$ cat src/sv/fbc_pkg.sv
// ============================================================================
// fbc_pkg
// Shared types and constants for the frustum box cull test unit.
// ============================================================================
package fbc_pkg;

    localparam int NORMAL_W = 16;
    localparam int OFFSET_W = 48;
    localparam int FIELD_W  = 32;
    localparam int INDEX_W  = 3;

    // Request operation codes
    localparam logic OP_LOAD = 1'b0;
    localparam logic OP_TEST = 1'b1;

    typedef enum logic [1:0] {
        CLS_INSIDE     = 2'd0,
        CLS_INTERSECTS = 2'd1,
        CLS_OUTSIDE    = 2'd2
    } cls_t;

    typedef struct packed {
        logic                       operation;
        logic [INDEX_W-1:0]         plane_index;
        logic signed [NORMAL_W-1:0] normal_x;
        logic signed [NORMAL_W-1:0] normal_y;
        logic signed [NORMAL_W-1:0] normal_z;
        logic signed [OFFSET_W-1:0] plane_offset;
        logic signed [FIELD_W-1:0]  min_x;
        logic signed [FIELD_W-1:0]  min_y;
        logic signed [FIELD_W-1:0]  min_z;
        logic signed [FIELD_W-1:0]  max_x;
        logic signed [FIELD_W-1:0]  max_y;
        logic signed [FIELD_W-1:0]  max_z;
    } req_t;

    typedef struct packed {
        cls_t classification;
    } res_t;

    // One stored plane
    typedef struct packed {
        logic signed [NORMAL_W-1:0] normal_x;
        logic signed [NORMAL_W-1:0] normal_y;
        logic signed [NORMAL_W-1:0] normal_z;
        logic signed [OFFSET_W-1:0] offset;
    } plane_t;

    // Stage load enables for the per-plane lanes
    typedef struct packed {
        logic s2_en;
        logic s3_en;
    } lane_ctrl_t;

endpackage

$ cat src/sv/fbc_plane_file.sv
// ============================================================================
// fbc_plane_file
// Plane store: one register slot per plane, written by plane-load requests.
// ============================================================================
module fbc_plane_file #(
    parameter int NUM_PLANES = 6
) (
    input  logic                         clk,
    input  logic                         wr_en,
    input  logic [fbc_pkg::INDEX_W-1:0]  wr_idx,
    input  fbc_pkg::plane_t              wr_plane,
    output fbc_pkg::plane_t              planes [NUM_PLANES]
);

    fbc_pkg::plane_t planes_reg [NUM_PLANES];

    // Slot write; an index past the last slot matches nothing
    for (genvar i = 0; i < NUM_PLANES; i++) begin : g_slot
        always_ff @(posedge clk)
        begin
            if (wr_en && (int'(wr_idx) == i))
            begin
                planes_reg[i] <= wr_plane;
            end
        end
        assign planes[i] = planes_reg[i];
    end

endmodule

$ cat config.mk
export PLATFORM = sky130hd
export DESIGN_NAME = fbc_plane_file
export DESIGN_NICKNAME = d
export VERILOG_FILES = /design/src/sv/fbc_pkg.sv /design/src/sv/fbc_plane_file.sv
export SDC_FILE = /design/constraint.sdc
export NUM_CORES = 1
export LEC_CHECK = 0
export BUFFER_PORTS_ARGS = -buffer_cell sky130_fd_sc_hd__buf_2
export CAP_MARGIN = 20
export CORE_AREA = 2 2 267 269
export DETAILED_ROUTE_END_ITERATION = 10
export DIE_AREA = 0 0 269 271
export GPL_TIMING_DRIVEN = 1
export PLACE_DENSITY = 0.49
export SYNTH_ARGS = -nofsm -noshare
export SYNTH_HDL_FRONTEND = slang
export SYNTH_SLANG_ARGS = --single-unit
$ cat constraint.sdc
create_clock -name clk -period 7.16 [get_ports clk]
set_input_delay 0 -clock clk [delete_from_list [all_inputs] [get_ports clk]]
set_output_delay 0 -clock clk [all_outputs]
set_load 0.03 [all_outputs]
# Yosys cells after proc, flatten, opt, wreduce, memory -nomap -nowiden
# Memories as Yosys holds them, arrays and structs flattened.
# Cells that the tools add are included.
# word_totals
register_bits,0
ramBits,576
inputBits,101
output_inout_bits,576
word_cells,45
mem_count,1
# memory_table
memory,depth,width,read_ports,rd_clocked_by_memory_dff,write_ports,line_no,text
planes_reg,6,96,6,0,1,fbc_plane_file.sv:15,fbc_pkg::plane_t planes_reg [NUM_PLANES];
# classes
n_eq_ne,5
muxes,27
reduce_logical,12
# op_table
cell,count
two-way mux 96 bit,5
OR reduction 96 bit,5
two-way mux 1 bit,17
two-way mux 3 bit,5
== test 3 bit (second input constant),4
logical AND 1 bit,6
== test 3 x 2 -> 1 bit (second input constant),1
zero test 3 bit,1

# Longest topological paths before layout
# Gate-level depths: netlist of the first run.
# depth
depth_word,10
depth_mapped,1
depth_no_buf,1

# Worst setup path before layout of the first run
# Ideal clock, no wire load.
# synth_path
kind,input port to flip-flop
from,in wr_idx[1] in the netlist's numbering
to,"mem planes_reg[0][0] in the netlist's numbering, enable pin"
setup_time_ps,606
arrival_ps,5326
required_time_ps,6554
setup_slack_ps,1228
path_stages,1
n_path_buf,0
cell_sequence,nor4b_2
# synth_between
elab_chain_cells,10
elab_cells_between_ends,39
classes_between,eq/ne: 5; mux: 22; reduce/logical: 12
# synth_lines
element,line_no,text
start: declaration,fbc_plane_file.sv:10,"input logic [fbc_pkg::INDEX_W-1:0] wr_idx,"
== test 3 x 2 -> 1 bit,fbc_plane_file.sv:21,if (wr_en && (int'(wr_idx) == i))
logical AND 1 bit,fbc_plane_file.sv:21,
two-way mux 1 bit,fbc_plane_file.sv:21,
two-way mux 1 bit (implied by the code),fbc_plane_file.sv:23,planes_reg[i] <= wr_plane;
OR reduction 96 bit (no line),n/a,
two-way mux 3 bit (no line) / two-way mux 1 bit (equally long branches) (5 in series),n/a,
end: declaration,fbc_plane_file.sv:15,
# Several ways; a longest one is shown, not always the timed one.

# Worst setup path after layout of the first run
# layout_path
from,in wr_idx[0] in the netlist's numbering
to,"mem planes_reg[0][67] in the netlist's numbering, enable pin"
# Same word-level chain as after synthesis.

==> metrics.yaml, run 1 <==
status: "completed"
dieWidth_microns: 269
synth_top_family_by_area: "simple AND/OR/NAND/NOR gates"
synth-seq-cells: 576
drive_above_1_share_pct: 52.3
post_cts_buffers: 0
p_leak_nw: 9.24
syn_nets: 683
gp_congestion: 0.762
yosysWarnings: 0
tns_ps: 0
clk_path_buf_depth: 3
initial_core_util_pct: 24.9
cp_common_cell: "buf_4"
final_cells: 2413
syn_avg_cell_area_sq_um: 29.8
grt_usage_pct: 12.5
synthCells: 582
critPathMaxStageDelay_ps: 700
report.final.setup_viol: 0
syn-cell-area_sq_um: 17400
first_pass_iters: 5
drt-total-wl_mm: 47.5
grt_max_degree: 57
layout_common_cells: "676 x buf_2, 576 x edfxtp_1, 96 x dlygate4sd3_1"
crit_fanout: 51
rsz0062_at_grt: "no"
synth-compound-area-share_pct: 0
postCtsHoldBufs: 96
dpl_cell_area_sq_um: 22000
wl_per_cell_microns: 19.7
grt_pass1_vias: 9693
synthXorXnorAreaFrac_pct: 0
synth_area_leaders: "edfxtp_1 100%, and4bb_2 0.22%, and4b_2 0.13%"
maxCapViolCount: 0
grt_pass1_wl_mm: 66.6
largest_register_ffs: 576
finalMaxSlewViolations: 0
fin_util_pct: 35.5
postRouteAntennaNets: 0
power.density_nw_per_um2: 290
routed_via_density: 3.88
relSlewSlack_pct: 33.8
row_count: 97
cts_tree: "yes"
path_class: "in2reg"
core_area_sq_um: 69800
synthDistinctLibCells: 4
required_ps: 7390
power.total_mw: 7.18
end_kind: "flop"
dp_hpwl_mm: 31.1
yosys.area_share.simple_pct: 0.432
crit_arrival_ps: 2010
drtIter0Drc: 701
dieArea_sq_um: 72900
port_buffers: 676
crit_buf_inv: 3
nets: 1523
placedCellCount: 2206
crit_chain: "buf_2, nor4b_4, buf_4, buf_4"
path_clk_slew_ps: 60
yosysTopAreaCellShare_pct: 99.6
post-route-min-period_ps: 1780
hold_class: "in2reg"
finalCritPeriodShare_pct: 24.9
peakVddDrop_mv: 0.227
layout_commonest_cell: "buf_2"
area_growth_pct: 42.7
cts_buffers: 58
slowest_stage: "buf_4"
worst_pin_slew_ps: 993
die_h_microns: 271
ioPinCount: 677
hold_viol: 0
drc: 0
muxShareOfSynthArea_pct: 0
htree_levels: 2
vias: 9374
stdcell_area_sq_um: 24800
synth_area_leader_cell: "edfxtp_1"
antenna_found_initial: 3
ys_seq_area_share_pct: 99.6
cts.sinks: 576
cts_root_buf: "clkbuf_16"
grt_overflow: 0
cts_resized: 0
startpoint_type: "primary input"
synth_fa_ha_area_share_pct: 0
fmax_mhz: 561
cpLargestDelayFamily: "buffers and inverters"
==> routing by layer <==
| metal | wire (microns) | GRT usage (%) |
|---|---|---|
| met5 | 13 | 0 |
| met4 | 1450 | 4.65 |
| met3 | 4030 | 3.99 |
| met2 | 24200 | 21.7 |
| met1 | 17800 | 14.1 |
==> worst paths after layout <==
check | start | endpoint | slack, ps | cells after the start
min | wr_plane[55] | planes_reg[0][55]$_DFFE_PP_ | 180 | 2
max | wr_idx[0] | planes_reg[0][67]$_DFFE_PP_ | 5380 | 4
==> synthesized netlist by cell type, drive strengths merged <==
cell	instances
and4bb	3
edfxtp	576
and4b	2
nor4b	1
==> final cells by class <==
type | count | area, sq um
multi-input combinational | 6 | 100
antenna | 3 | 7.51
tap | 940 | 1180
sequential | 576 | 17300
timing repair buffer | 780 | 4400
clock buffer | 72 | 1530
fill | 6544 | 45000
clock inverter | 36 | 273
==> per-stage QoR <==
stage	hold slack [ps]	setup WS [ps]
3_5_place_dp	244	4710
6_report	178	5380
2_1_floorplan	98.9	1230
4_1_cts	124	5370
5_1_grt	170	5260
3_3_place_gp	239	4740
==> logic make-up (layout without fill, tap and decap cells) <==
| kind of cell | count (synthesis) | after routing |
|---|---|---|
| flip-flops | 576 | 576 |
| AND/OR/NAND/NOR | 6 | 6 |
| other | 0 | 3 |
| buffers and inverters | 0 | 888 |
==> report_power, final <==
group | switching [mW] | total [mW] | internal (mW)
Combinational | 0.349 | 0.471 | 0.121
Sequential | 0.0242 | 3.85 | 3.83
Clock | 1.21 | 2.86 | 1.65
No activity file was read; power rests on OpenSTA's default activity.
==> inputs of run 2 (changes only) <==
==> constraint.sdc (replaced) <==
create_clock -name clk -period 1.7 [get_ports clk]
set_input_delay 0 -clock clk [delete_from_list [all_inputs] [get_ports clk]]
set_output_delay 0 -clock clk [all_outputs]
set_load 0.03 [all_outputs]
==> run 2 against run 1 <==
Against the previous run:
- first-iteration DRC count shrank 16%
- sequential power grew to 4.2 times the previous value
- final cell count grew 0.83%
- clock power grew to 4.7 times the previous value
- die area is the same
- non-clock buffer count grew 19
- largest cell class unchanged
- sequential share of layout area shrank 1.4 points
- largest power group unchanged
- highest routed layer is now met4
==> metrics.yaml, run 2 (synthesis gave the netlist of run 1 again) <==
dpl_cell_area_sq_um: 22300  # was 22,000 sq um
die_h_microns: 271  # unchanged
cts_root_buf: "clkbuf_16"  # unchanged
dieWidth_microns: 269  # unchanged
core_area_sq_um: 69800  # unchanged
first_pass_iters: 6  # was 5
crit_fanout: 46  # was 51
met3_usage_pct: 4.28  # was 3.99%
hold_class: "in2reg"  # unchanged
ioPinCount: 677  # unchanged
path_clk_slew_ps: 60  # about the same
postCtsHoldBufs: 100  # was 96
layout_common_cells: "676 x buf_2, 576 x edfxtp_1, 100 x dlygate4sd3_1"  # was 676 x buf_2, 576 x edfxtp_1, 96 x dlygate4sd3_1
cts_resized: 0  # unchanged
status: "completed"  # unchanged
port_buffers: 676  # unchanged
maxCapViolCount: 0  # unchanged
crit_arrival_ps: 1650  # was 2010 ps
drive_above_1_share_pct: 53.7  # was 52.3%
grt_overflow: 0  # unchanged
grt_max_degree: 51  # was 57
largest_register_ffs: 576  # unchanged
stdcell_area_sq_um: 25300  # was 24,800 sq um
relSlewSlack_pct: 73.4  # was 33.8%
postRouteAntennaNets: 0  # unchanged
clk_path_buf_depth: 3  # unchanged
startpoint_type: "primary input"  # unchanged
use_met2_pct: 22.8  # was 21.7%
required_ps: 1960  # was 7390 ps
post-route-min-period_ps: 1390
placedCellCount: 2221  # was 2,206
htree_levels: 2  # unchanged
path_class: "in2reg"  # unchanged
drc: 0  # unchanged
vias: 9393  # was 9,374
finalMaxSlewViolations: 0  # unchanged
worst_pin_slew_ps: 400  # was 993 ps
finalCritPeriodShare_pct: 81.7
cts.sinks: 576  # unchanged
wl_per_cell_microns: 19.8  # was 19.7 microns
grt-busiest-layer: "met2"  # unchanged
layout_commonest_cell: "buf_2"  # unchanged
hold_viol: 0  # unchanged
power.density_nw_per_um2: 1250  # was 290 nW/um^2
end_kind: "flop"  # unchanged
grt.met1_usage_pct: 13.8  # was 14.1%
report.final.setup_viol: 0  # unchanged
row_count: 97  # unchanged
grt_pass1_vias: 9788  # was 9,693
drt-total-wl_mm: 48.3  # was 47.5 mm
grt_pass1_wl_mm: 67.8  # was 66.6 mm
drtIter0Drc: 588  # was 701
area_growth_pct: 45.6  # was 42.7%
final_cells: 2433  # was 2,413
post_cts_buffers: 0  # unchanged
cts_tree: "yes"  # unchanged
peakVddDrop_mv: 0.867  # was 0.227 mV
grt_usage_pct: 12.7  # was 12.5%
cts_buffers: 60  # was 58
p_leak_nw: 9.47  # was 9.24 nW
nets: 1544  # was 1,523
fmax_mhz: 720
routed_via_density: 3.86  # was 3.88
initial_core_util_pct: 24.9  # unchanged
rsz0062_at_grt: "no"  # unchanged
dp_hpwl_mm: 32.7  # was 31.1 mm
gp_congestion: 0.771  # was 0.762
antenna_cells: 0  # was 3
antenna_found_initial: 0  # was 3
dieArea_sq_um: 72900  # unchanged
## run 2: worst max-delay path: stages
cell and delay, ps:
dlygate4sd3_1 550, buf_2 170, and4b_4 520, buf_12 330
## run 2: path summary, 6_finish.rpt
kind,from,endpoint,slack [ps],cells after the start
worst min-delay path,wr_plane[24],planes_reg[3][24]$_DFFE_PP_,190,2
worst max-delay path,wr_idx[2],planes_reg[3][72]$_DFFE_PP_,310,4
## run 2: report_power, final
part | switching [mW] | total, mW | leakage (nW) | internal (mW)
clock network | 5.41 | 13.3 | 0.978 | 7.93
registers | 0.101 | 16.2 | 5.23 | 16.1
logic | 1.49 | 2.04 | 3.26 | 0.549
## run 2: through the flow
stage / worst slack (ps) / setup TNS, ps / total power, mW / util (%) / hold WS (ps)
after CTS: 332 / 0 / 32.0 / 36.3 / 136
after floorplan: -1870 / -179790 / 17.5 / - / 98.9
after global routing: 261 / 0 / 32.6 / 36.3 / 157
after global placement: 256 / 0 / 18.4 / 31.9 / 243
after detailed placement: 245 / 0 / 18.4 / 31.9 / 251
final: 311 / 0 / 31.6 / 36.3 / 187
## run 2: final cells by class
type	count	area [sq um]
fillers	6556	44500
flip-flops and latches	576	17300
repair buffers	799	4710
clock buffers	69	1560
well taps	940	1180
clock inverters	43	463
multi-input cells	6	100
## run 2: routing by layer
layer  vias up  wire length (microns)
met3        99                   4040
met2       443                  24900
met5         -                      0
met1      4711                  17800
met4         0                   1500
li1       4140                      -
